**src/rtl/tdp_pkg.sv**
```systemverilog
// types, constants and codes of the touch report packet decoder
package tdp_pkg;

  localparam int PACKET_BYTES    = 21;
  localparam int FINGER_SLOTS    = 5;
  localparam int QUEUE_DEPTH     = 2;
  localparam int POS_W           = $clog2(PACKET_BYTES);
  localparam int SLOT_W          = $clog2(FINGER_SLOTS);
  localparam int FIRST_SLOT_BYTE = 2;
  localparam int WIDTH_BYTE      = 18;
  localparam int OUT_TDATA_W     = 40;

  localparam logic [7:0]  TYPE_REPORT  = 8'h5D;
  localparam logic [7:0]  TYPE_NOISE   = 8'h40;
  localparam logic [7:0]  NOISY_CODE   = 8'h41;
  localparam logic [7:0]  TYPE_HELLO   = 8'h55;
  localparam logic [7:0]  TYPE_CALIB   = 8'h66;
  localparam logic [15:0] NEW_WIDTH_FW = 16'h0026;
  localparam logic [3:0]  OLD_WIDTH    = 4'd2;

  typedef enum logic [2:0] {
    KIND_CONTACT    = 3'd0,
    KIND_START      = 3'd1,
    KIND_END        = 3'd2,
    KIND_REPORT_END = 3'd3,
    KIND_NOISE      = 3'd4,
    KIND_HELLO      = 3'd5,
    KIND_CALIB      = 3'd6,
    KIND_UNKNOWN    = 3'd7
  } kind_t;

  typedef enum logic [1:0] {
    ST_IDLE,
    ST_SLOT,
    ST_END
  } back_state_t;

  // one classified packet; kind is the final result's kind
  typedef struct packed {
    kind_t                              kind;
    logic                               noisy;
    logic [2:0]                         count;
    logic [FINGER_SLOTS-1:0]            now;
    logic [FINGER_SLOTS-1:0][11:0]      x;
    logic [FINGER_SLOTS-1:0][11:0]      y;
    logic [FINGER_SLOTS-1:0][3:0]       w;
  } pkt_t;

  typedef struct packed {
    kind_t       kind;
    logic [2:0]  finger;
    logic [11:0] x;
    logic [11:0] y;
    logic [3:0]  w;
    logic [2:0]  total;
    logic        noisy;
    logic        last;
  } res_t;

endpackage

```
**src/rtl/tdp_queue.sv**
```systemverilog
// small fifo of decoded packets between the front and back parts
module tdp_queue #(
  parameter int DEPTH = tdp_pkg::QUEUE_DEPTH,
  parameter int WIDTH = $bits(tdp_pkg::pkt_t)
) (
  input  logic             clk,
  input  logic             rst_n,
  input  logic             push,
  input  logic [WIDTH-1:0] push_data,
  output logic             full,
  input  logic             pop,
  output logic [WIDTH-1:0] pop_data,
  output logic             not_empty
);
  localparam int AW = (DEPTH > 1) ? $clog2(DEPTH) : 1;
  localparam int CW = $clog2(DEPTH + 1);

  logic [WIDTH-1:0] slot_r [DEPTH];
  logic [AW-1:0]    wr_ptr_r, rd_ptr_r;
  logic [CW-1:0]    cnt_r;

  function automatic logic [AW-1:0] ptr_inc(input logic [AW-1:0] p);
    ptr_inc = (p == AW'(DEPTH - 1)) ? '0 : p + 1'b1;
  endfunction

  assign full      = (cnt_r == CW'(DEPTH));
  assign not_empty = (cnt_r != '0);
  assign pop_data  = slot_r[rd_ptr_r];

  always_ff @(posedge clk) begin
    if (push) begin
      slot_r[wr_ptr_r] <= push_data;
    end
  end

  always_ff @(posedge clk) begin
    if (!rst_n) begin
      wr_ptr_r <= '0;
      rd_ptr_r <= '0;
      cnt_r    <= '0;
    end else begin
      if (push) wr_ptr_r <= ptr_inc(wr_ptr_r);
      if (pop)  rd_ptr_r <= ptr_inc(rd_ptr_r);
      if (push && !pop)      cnt_r <= cnt_r + 1'b1;
      else if (pop && !push) cnt_r <= cnt_r - 1'b1;
    end
  end
endmodule

```
**src/rtl/tdp_front.sv**
```systemverilog
// front part: collects packet bytes and classifies the finished packet
module tdp_front (
  input  logic          clk,
  input  logic          rst_n,
  input  logic [15:0]   fw_version,
  input  logic [7:0]    byte_in,
  input  logic          start_in,
  input  logic          in_fire,
  output tdp_pkg::pkt_t pkt,
  output logic          pkt_push
);
  import tdp_pkg::*;

  logic [POS_W-1:0] pos_r, wr_pos;
  logic             last_byte;
  logic [7:0]       store_r [PACKET_BYTES-1];
  logic [7:0]       pb [PACKET_BYTES];

  assign wr_pos    = start_in ? '0 : pos_r;
  assign last_byte = (wr_pos == POS_W'(PACKET_BYTES - 1));
  assign pkt_push  = in_fire && last_byte;

  always_ff @(posedge clk) begin
    if (!rst_n) begin
      pos_r <= '0;
    end else if (in_fire) begin
      pos_r <= last_byte ? '0 : wr_pos + 1'b1;
    end
  end

  // the final byte is decoded straight from the port
  always_ff @(posedge clk) begin
    if (in_fire && !last_byte) begin
      store_r[wr_pos] <= byte_in;
    end
  end

  for (genvar k = 0; k < PACKET_BYTES - 1; k++) begin : g_pb
    assign pb[k] = store_r[k];
  end
  assign pb[PACKET_BYTES-1] = byte_in;

  always_comb begin
    logic [7:0] wb;
    pkt       = '0;
    pkt.noisy = (pb[1] == NOISY_CODE);
    pkt.count = pb[1][2:0];
    pkt.now   = pb[1][7:3];
    case (pb[0])
      TYPE_REPORT: pkt.kind = KIND_REPORT_END;
      TYPE_NOISE:  pkt.kind = KIND_NOISE;
      TYPE_HELLO:  pkt.kind = KIND_HELLO;
      TYPE_CALIB:  pkt.kind = KIND_CALIB;
      default:     pkt.kind = KIND_UNKNOWN;
    endcase
    for (int i = 0; i < FINGER_SLOTS; i++) begin
      pkt.x[i] = {pb[FIRST_SLOT_BYTE + 3*i][7:4], pb[FIRST_SLOT_BYTE + 3*i + 1]};
      pkt.y[i] = {pb[FIRST_SLOT_BYTE + 3*i][3:0], pb[FIRST_SLOT_BYTE + 3*i + 2]};
      wb = pb[WIDTH_BYTE + i/2];
      if (fw_version < NEW_WIDTH_FW) pkt.w[i] = OLD_WIDTH;
      else                           pkt.w[i] = ((i & 1) != 0) ? wb[3:0] : wb[7:4];
    end
  end
endmodule

```
**src/rtl/tdp_back.sv**
```systemverilog
// back part: walks finger slots, tracks contacts and drives the result register
module tdp_back (
  input  logic          clk,
  input  logic          rst_n,
  input  logic          q_valid,
  input  tdp_pkg::pkt_t q_data,
  output logic          q_pop,
  output tdp_pkg::res_t res,
  output logic          res_valid,
  input  logic          res_ready
);
  import tdp_pkg::*;

  back_state_t             state_r, state_nxt;
  logic [SLOT_W-1:0]       idx_r, idx_nxt;
  pkt_t                    ent_r, ent_nxt;
  logic [FINGER_SLOTS-1:0] rel_r, rel_nxt, prs_r, prs_nxt, mask_r, mask_nxt;
  logic                    trk_r, trk_nxt, tracking_r, tracking_nxt;
  logic [23:0]             lastpos_r [FINGER_SLOTS];
  res_t                    out_r, out_nxt;
  logic                    out_valid_r, out_valid_nxt;

  logic        can_load, emit, lp_we;
  logic        hit, store_hit, use_stored;
  logic [23:0] lp_wdata, sp;
  res_t        emit_res;
  logic [FINGER_SLOTS-1:0] diff;

  assign can_load  = !out_valid_r || res_ready;
  assign res       = out_r;
  assign res_valid = out_valid_r;
  assign sp        = lastpos_r[idx_r];
  assign diff      = q_data.now ^ mask_r;

  // decide what the current slot yields
  always_comb begin
    hit        = 1'b0;
    use_stored = 1'b0;
    store_hit  = 1'b0;
    if (ent_r.count == 3'd0) begin
      hit        = trk_r && rel_r[idx_r];
      use_stored = 1'b1;
    end else if ((ent_r.now[idx_r] | rel_r[idx_r]) == 1'b0) begin
      hit = 1'b0;
    end else if (trk_r && rel_r[idx_r]) begin
      hit        = 1'b1;
      use_stored = 1'b1;
    end else begin
      hit       = 1'b1;
      store_hit = trk_r;
    end
  end

  always_comb begin
    state_nxt     = state_r;
    idx_nxt       = idx_r;
    ent_nxt       = ent_r;
    rel_nxt       = rel_r;
    prs_nxt       = prs_r;
    mask_nxt      = mask_r;
    trk_nxt       = trk_r;
    tracking_nxt  = tracking_r;
    q_pop         = 1'b0;
    emit          = 1'b0;
    lp_we         = 1'b0;
    lp_wdata      = {ent_r.x[idx_r], ent_r.y[idx_r]};
    emit_res      = '0;
    emit_res.kind = KIND_CONTACT;
    case (state_r)
      ST_IDLE: begin
        if (q_valid) begin
          q_pop   = 1'b1;
          ent_nxt = q_data;
          trk_nxt = tracking_r;
          idx_nxt = '0;
          rel_nxt = '0;
          prs_nxt = '0;
          if (q_data.kind == KIND_REPORT_END) begin
            state_nxt = ST_SLOT;
            if (tracking_r && (q_data.now != mask_r)) begin
              rel_nxt  = diff & ~q_data.now;
              prs_nxt  = diff & q_data.now;
              mask_nxt = q_data.now;
            end
          end else begin
            state_nxt = ST_END;
          end
        end
      end
      ST_SLOT: begin
        emit_res.finger = 3'(idx_r);
        emit_res.total  = ent_r.count;
        if (use_stored) begin
          emit_res.kind = KIND_END;
          emit_res.x    = sp[23:12];
          emit_res.y    = sp[11:0];
        end else begin
          emit_res.kind = (trk_r && prs_r[idx_r]) ? KIND_START : KIND_CONTACT;
          emit_res.x    = ent_r.x[idx_r];
          emit_res.y    = ent_r.y[idx_r];
          emit_res.w    = ent_r.w[idx_r];
        end
        if (!hit || can_load) begin
          emit  = hit;
          lp_we = hit && store_hit;
          if (idx_r == SLOT_W'(FINGER_SLOTS - 1)) state_nxt = ST_END;
          else                                    idx_nxt   = idx_r + 1'b1;
        end
      end
      ST_END: begin
        emit_res.kind  = ent_r.kind;
        emit_res.last  = 1'b1;
        emit_res.total = (ent_r.kind == KIND_REPORT_END) ? ent_r.count : 3'd0;
        emit_res.noisy = (ent_r.kind == KIND_NOISE) && ent_r.noisy;
        if (can_load) begin
          emit      = 1'b1;
          state_nxt = ST_IDLE;
          // a report with no fingers down ends tracking for good
          if (ent_r.kind == KIND_REPORT_END && ent_r.count == 3'd0) tracking_nxt = 1'b0;
        end
      end
      default: state_nxt = ST_IDLE;
    endcase

    out_nxt       = emit ? emit_res : out_r;
    out_valid_nxt = emit ? 1'b1 : (res_ready ? 1'b0 : out_valid_r);
  end

  always_ff @(posedge clk) begin
    if (!rst_n) state_r <= ST_IDLE;
    else        state_r <= state_nxt;
  end

  always_ff @(posedge clk) begin
    if (!rst_n) begin
      tracking_r  <= 1'b1;
      mask_r      <= '0;
      out_valid_r <= 1'b0;
      for (int i = 0; i < FINGER_SLOTS; i++) lastpos_r[i] <= '0;
    end else begin
      tracking_r  <= tracking_nxt;
      mask_r      <= mask_nxt;
      out_valid_r <= out_valid_nxt;
      if (lp_we) lastpos_r[idx_r] <= lp_wdata;
    end
  end

  always_ff @(posedge clk) begin
    idx_r <= idx_nxt;
    ent_r <= ent_nxt;
    rel_r <= rel_nxt;
    prs_r <= prs_nxt;
    trk_r <= trk_nxt;
    out_r <= out_nxt;
  end
endmodule

```
**src/rtl/touch_report_packet_decoder.sv**
```systemverilog
// top level of the touch report packet decoder
// Takes one packet byte per beat and accepts a byte every cycle while the packet
// queue (QUEUE_DEPTH decoded packets) has room; in_tready drops only when it is full.
// On the 21st byte the packet is classified and queued. The back part gives at most
// one result per cycle: a status packet is loaded, then gives its result; a touch
// report is loaded, walks every finger slot, then gives the report end; a held
// result register stalls the walk until it drains.
// out_tdata from bit 0: finger[2:0], x[14:3], y[26:15], width[30:27],
// finger total[33:31], noisy[34], zeros above; out_tuser is the result kind.
module touch_report_packet_decoder #(
  parameter int QUEUE_DEPTH = tdp_pkg::QUEUE_DEPTH
) (
  input  logic                            clk,
  input  logic                            rst_n,
  input  logic                            in_tvalid,
  output logic                            in_tready,
  input  logic [7:0]                      in_tdata,   // data_byte[7:0]
  input  logic                            in_tuser,   // packet_start
  output logic                            out_tvalid,
  input  logic                            out_tready,
  output logic [tdp_pkg::OUT_TDATA_W-1:0] out_tdata,  // finger, x, y, width, total, noisy
  output logic [2:0]                      out_tuser,  // kind
  output logic                            out_tlast,
  input  logic                            cfg_wr_en,
  input  logic [15:0]                     cfg_wr_data
);
  import tdp_pkg::*;

  logic [15:0] fw_r;
  logic        in_fire, pkt_push, q_full, q_pop, q_valid;
  pkt_t        pkt, q_data;
  res_t        res;

  assign in_tready = !q_full;
  assign in_fire   = in_tvalid && in_tready;

  always_ff @(posedge clk) begin
    if (!rst_n)         fw_r <= '0;
    else if (cfg_wr_en) fw_r <= cfg_wr_data;
  end

  tdp_front u_front (
    .clk        (clk),
    .rst_n      (rst_n),
    .fw_version (fw_r),
    .byte_in    (in_tdata),
    .start_in   (in_tuser),
    .in_fire    (in_fire),
    .pkt        (pkt),
    .pkt_push   (pkt_push)
  );

  tdp_queue #(
    .DEPTH (QUEUE_DEPTH),
    .WIDTH ($bits(pkt_t))
  ) u_queue (
    .clk       (clk),
    .rst_n     (rst_n),
    .push      (pkt_push),
    .push_data (pkt),
    .full      (q_full),
    .pop       (q_pop),
    .pop_data  (q_data),
    .not_empty (q_valid)
  );

  tdp_back u_back (
    .clk       (clk),
    .rst_n     (rst_n),
    .q_valid   (q_valid),
    .q_data    (q_data),
    .q_pop     (q_pop),
    .res       (res),
    .res_valid (out_tvalid),
    .res_ready (out_tready)
  );

  assign out_tuser = res.kind;
  assign out_tlast = res.last;
  assign out_tdata = {5'b0, res.noisy, res.total, res.w, res.y, res.x, res.finger};
endmodule

```
**config.mk**
```make
export PLATFORM = sky130hd
export DESIGN_NAME = touch_report_packet_decoder
export DESIGN_NICKNAME = d
export VERILOG_FILES = /design/src/rtl/tdp_pkg.sv /design/src/rtl/tdp_queue.sv /design/src/rtl/tdp_front.sv /design/src/rtl/tdp_back.sv /design/src/rtl/touch_report_packet_decoder.sv
export SDC_FILE = /design/constraint.sdc
export NUM_CORES = 1
export LEC_CHECK = 0
export BUFFER_PORTS_ARGS = -buffer_cell sky130_fd_sc_hd__buf_2
export CAP_MARGIN = 10
export CORE_ASPECT_RATIO = 1.5
export CORE_MARGIN = 5
export CORE_UTILIZATION = 30
export DETAILED_ROUTE_END_ITERATION = 16
export MAX_ROUTING_LAYER = met4
export PLACE_DENSITY = 0.49
export SYNTH_ARGS = -nofsm -noshare
export SYNTH_HDL_FRONTEND = slang
export SYNTH_SLANG_ARGS = --single-unit
```
**constraint.sdc**
```tcl
create_clock -name clk -period 13.1 [get_ports clk]
set_input_delay 1.31 -clock clk [delete_from_list [all_inputs] [get_ports clk]]
set_output_delay 1.31 -clock clk [all_outputs]
set_load 0.02 [all_outputs]
```
# Word level (Yosys, flattened, before mapping)

Memories as Yosys holds them, arrays and structs flattened. A register that Yosys moved wholly into a read port is not among the register bits.
Cells that the tools add are included.

Flip-flop bits (word level): 239
Memory bits (writable): 584
Bits of input ports: 30
Word-level logic and storage cells: 181
Memories kept: 3

Memories:

| memory           | words | bits a word | read ports | clocked after memory_dff | wr ports | line            | source |
|---|---|---|---|---|---|---|---|
| u_queue.slot_r   | 2     | 152         | 1          | 1                        | 1        | tdp_queue.sv:18 | `logic [WIDTH-1:0] slot_r [DEPTH];` |
| u_front.store_r  | 20    | 8           | 19         | 0                        | 1        | tdp_front.sv:16 | `logic [7:0] store_r [PACKET_BYTES-1];` |
| u_back.lastpos_r | 5     | 24          | 1          | 1                        | 5        | tdp_back.sv:19  | `logic [23:0] lastpos_r [FINGER_SLOTS];` |

$add $sub $neg: 6
$lt $le $gt $ge: 2
Equality and inequality tests: 19
Multiplexer cells: 72
Bitwise gates (word level): 6
Reduce and logical (&&, ||, !) cells: 33

Operator list:

| kind                                                                    | count |
|---|---|
| 12-bit binary-select mux with 3-bit select                              | 2 |
| 24-bit two-way mux                                                      | 2 |
| 8-bit by 7-bit equality test with 1-bit output, second input constant   | 5 |
| 1-bit two-way mux                                                       | 34 |
| 12-bit two-way mux                                                      | 2 |
| 4-bit two-way mux                                                       | 6 |
| 24-bit OR reduction                                                     | 1 |
| 3-bit two-way mux                                                       | 7 |
| 3-bit one-hot mux with 2 select lines                                   | 3 |
| 16-bit by 6-bit < comparator with 1-bit output, second input constant   | 1 |
| 2-bit two-way mux                                                       | 7 |
| 4-bit binary-select mux with 3-bit select                               | 1 |
| 3-bit one-hot mux with 4 select lines                                   | 1 |
| 4-bit AND reduction                                                     | 3 |
| 1-bit logical AND                                                       | 11 |
| 5-bit bitwise AND                                                       | 2 |
| 5-bit two-way mux                                                       | 2 |
| 1-bit binary-select mux with 3-bit select                               | 3 |
| 2-bit nonzero test                                                      | 4 |
| 3-bit by 2-bit equality test with 1-bit output, second input constant   | 2 |
| 3-bit equality test, second input constant                              | 2 |
| 1-bit logical NOT                                                       | 6 |
| 2-bit by 1-bit inequality test with 1-bit output, second input constant | 3 |
| 2-bit one-hot mux with 3 select lines                                   | 1 |
| other kinds (22)                                                        | 27 |

# Longest topological paths before layout

Word-level depth: 14
Mapped depth: 11
Mapped depth without buffers: 9

# Cells and area by module

Synthesis repeated with hierarchy kept, for this count alone.

Cells, all modules: 1991
Area total of the unflattened synthesis: 35451.5 µm²

By module, submodules not included:

| module                      | times used | cells an instance | area each (µm²) | seq. area each (µm²) |
|---|---|---|---|---|
| tdp_back                    | 1          | 1041              | 16937.5         | 12161.7 |
| tdp_queue                   | 1          | 495               | 11507.3         | 9228.9 |
| tdp_front                   | 1          | 396               | 6339.8          | 4664.5 |
| touch_report_packet_decoder | 1          | 59                | 666.9           | 320.3 |

# Least setup slack after synthesis

OpenSTA, ideal clock, no wires.

Kind: input port to flip-flop
From: input port in_tuser
To: memory u_queue.slot_r[0][0] (netlist name), enable pin
Library setup time: 0.684 ns
Arrival: 9.079 ns
Path slack: 3.337 ns
Cell stages on the path: 6
Cell sequence: clkbuf_1 > nand2b_1 > ha_1 > and4_1 > nor2b_1 > nor2b_1

Cells in the longest elaborated chain, start to end: 5

RTL lines:

| item                                    | line                              | source |
|---|---|---|
| start, declared                         | touch_report_packet_decoder.sv:18 | `input logic in_tuser,` |
| 5-bit two-way mux                       | tdp_front.sv:19                   | `assign wr_pos = start_in ? '0 : pos_r;` |
| 5-bit equality test                     | tdp_front.sv:20                   | `assign last_byte = (wr_pos == POS_W'(PACKET_BYTES - 1));` |
| 1-bit logical AND                       | tdp_front.sv:21                   | `assign pkt_push = in_fire && last_byte;` |
| named net pkt_push                      | touch_report_packet_decoder.sv:30 | `logic in_fire, pkt_push, q_full, q_pop, q_valid;` |
| 1-bit two-way mux                       | tdp_queue.sv:31                   | `if (push) begin` |
| 1-bit two-way mux (implied by the code) | tdp_queue.sv:32                   | `slot_r[wr_ptr_r] <= push_data;` |
| end, declared                           | tdp_queue.sv:18                   |  |

The timed path passes the listed nets, and every way through them passes these cells.

# Final worst setup path

From: input port in_tuser
To: memory u_queue.slot_r[0][27] (netlist name), enable pin

Same word-level chain as after synthesis.

==> metrics <==
Synth Cell Area 33600 µm²; Worst Tran Pin Value 1.27 ns; clk root buf clkbuf_16; sequential fraction of the synthesis area 78.5%; initial antenna violation count 5; Placed Area 35900 µm²; WS Path Type in -> reg; initial core utilization 30.2%; Setup WS post-layout 8.20 ns; CTS tree yes; HPWL after DPL 41.3 mm; H-tree levels 3; YS warnings 0; Final nets 2068; post-route ant nets 0; CTS Buf Count 82; die area 119000 µm²; Final Hold Fails 0; row count 150; core area 111000 µm²; number of buffers added for setup after CTS 0; final setup TNS 0 ns; CTS Buffer Depth 3; number of library cell types mapped by synthesis 55; FILL cells 10441; Crit path max-delay family buffers and inverters; Hold Startpoint u_front.store_r[6][2]; Peak supply drop 108 µV; Initial DRC Count 857; 1st-pass router iterations 5; Max Slew Vio Count 0; RSZ-0062 raised after global routing false; vias in the first global route 17206; final instance area 38700 µm²; Rel. slew slack 15.3%; most frequent cells in the layout edfxtp_1, nor2_1, mux2_2; setup slack, reg-to-reg 8.68 ns; fmax 204 MHz; layout cells sized above 1 21.7%; Tmin final 4.90 ns; post-route clock period utilization 37.4%; CP required 13.37 ns; Post-synth EDFFs 853; fraction of registers with async set/reset 0%; #FFs+latches synth 890; Worst R2R Path Depth 6; Worst-path clk slew 0.06 ns; CP cell instances buf_2 > nand2b_1 > ha_1 > and4_1 > nor2b_1 > nor2b_4 > buf_4 > buf_4; Crit. End Element register; CTS sink count 890; syn avg cell area 18.2 µm²; Critical-path top delay cell nor2b_4; most common cell after layout, fill and taps aside edfxtp_1; status finished clean; CP max stage delay 0.93 ns; DR vias 15942; GPL Wtd Cong 0.756; Overflow after GRT 0; Worst R2R Start u_queue.cnt_r[0]; die width 283 µm; wire per inst 19.8 µm; CP dominant cell by count buf_4; Hold-fix buffers, CTS 0; reg2reg end u_queue.slot_r[0][27]; CP bufs+invs 3; global-route wire length before repair 105 mm; Most used DFF post-synth edfxtp_1; Post-Synthesis Cells 1841; Area Growth Syn to Fin 15.4%; maxcap violations 0; Placement Setup Slack 7.38 ns; aggregate global-route resource usage 12.0%; Ports 76; drt drc 0; PD cells 192 nW/µm²; register area 26400 µm²; largest net degree at the start of global routing 103; Final setup viols 0; static leakage 0.0129 µW; Hold Path Stages 0; startpoint type of the worst setup path input port; Vias per Instance 4.51; Resized Gates After CTS 0; Worst EP arrival 5.17 ns; WHS Endpoint u_queue.slot_r[1][94]; quantity of I/O buffers inserted on ports 69; clk_skew 0.0304 ns; Worst-Skew Late Latency 0.67 ns; min-delay worst type reg -> reg; CP max FO 64; die height 420 µm; routed wire length 70.0 mm; multi-input logic area 6950 µm²; Core Util, Final 34.8%
worst reg2reg max path, stage by stage (launching register included):
cell and delay (ns):
dfxtp_1 0.43, nand2b_1 0.29, nand2_1 0.25, nor2b_1 0.42, nor2b_4 0.93, buf_4 0.81, buf_4 0.89
report_power, final:
group          internal, µW  switching (µW)
clock network          1430            1060
registers              3540             108
logic                   450             850
per-layer routing:
metal	routed length (µm)	up-vias	global-route usage, %	part of all wire [%]
met4	1770	0	3.94	2.5
met5	0	-	-	0
met1	25700	8203	12.1	37
met2	40000	278	23.3	57
li1	-	7351	-	-
met3	2520	110	2.25	3.6
final cells by class:
type | instances | share of cell area, %
Timing Repair Buffer | 107 | 1.64
Inverter | 48 | 0.478
Sequential cell | 890 | 68.0
Tap cell | 1444 | 4.66
Clock inverter | 52 | 1.75
Multi-Input combinational cell | 889 | 17.9
Antenna cell | 4 | 0.0258
Clock buffer | 97 | 5.47
worst max-delay path by stage:
stage / slack, ns / end / from / cells past startpoint
6_report: 8.20 / u_queue.slot_r[0][27] / in_tuser / 8
5_1_grt: 7.82 / u_queue.slot_r[0][54] / in_tuser / 8
4_1_cts: 8.10 / u_queue.slot_r[0][60] / in_tuser / 8
3_5_place_dp: 7.38 / u_queue.slot_r[0][24] / in_tuser / 8
3_3_place_gp: 7.47 / u_queue.slot_r[0][24] / in_tuser / 8
2_1_floorplan: 3.34 / u_queue.slot_r[0][0] / in_tuser / 6
metrics by stage:
step | hold slack, ns | power (µW) | cells
after floorplan | 0.421 | 4590 | 1917
after global placement | 0.422 | 5010 | 3377
after detailed placement | 0.429 | 5050 | 3378
after CTS | 0.439 | 7550 | 3527
after global routing | 0.449 | 7780 | 3531
final | 0.435 | 7430 | 3531
logic make-up after synthesis:
kind of cell | count (synthesis) | share of synthesized area (%)
buf+inv | 138 | 1.72
mux | 256 | 10.3
other cells | 1 | 0.0112
simple gates | 370 | 5.25
flops | 890 | 78.5
compound gates | 160 | 3.26
fa+ha+maj | 20 | 0.745
xor+xnor | 6 | 0.157
synthesized netlist by cell type, types with 6 or more instances:
cell type  number  area, µm²
buf_4           9       67.6
a21boi_0        6       45.0
inv_1          47        176
nor3_1          8       40.0
edfxtp_1      853      25600
o21ai_0        27        135
o211a_1         7       70.1
nand2b_1       12       75.1
nor2b_1        45        282
a21oi_1        25        125
a22oi_1        27        203
mux4_2         58       1310
nand2_1        39        146
mux2i_1        50        500
buf_1          13       48.8
nor2_1        187        702
mux2_2        148       1670
buf_2          20        100
ha_1           20        250
a211oi_1       49        368
dfxtp_1        37        741
clkbuf_1       47        176
and2_1         42        263
nand3_1        10       50.1
flip-flops by register name, indices dropped and copies added, names as in the netlist, 3 cells and up, named ones only:
| name | count |
|---|---|
| fw_r | 15 |
| u_back.ent_r | 152 |
| u_back.mask_r | 5 |
| u_back.lastpos_r | 192 |
| u_queue.slot_r | 304 |
| u_back.rel_r | 5 |
| u_back.res | 39 |
| u_front.store_r | 152 |
| u_front.pos_r | 5 |
| u_back.idx_r | 3 |
| u_back.prs_r | 5 |
(Power assumes the default switching activity.)
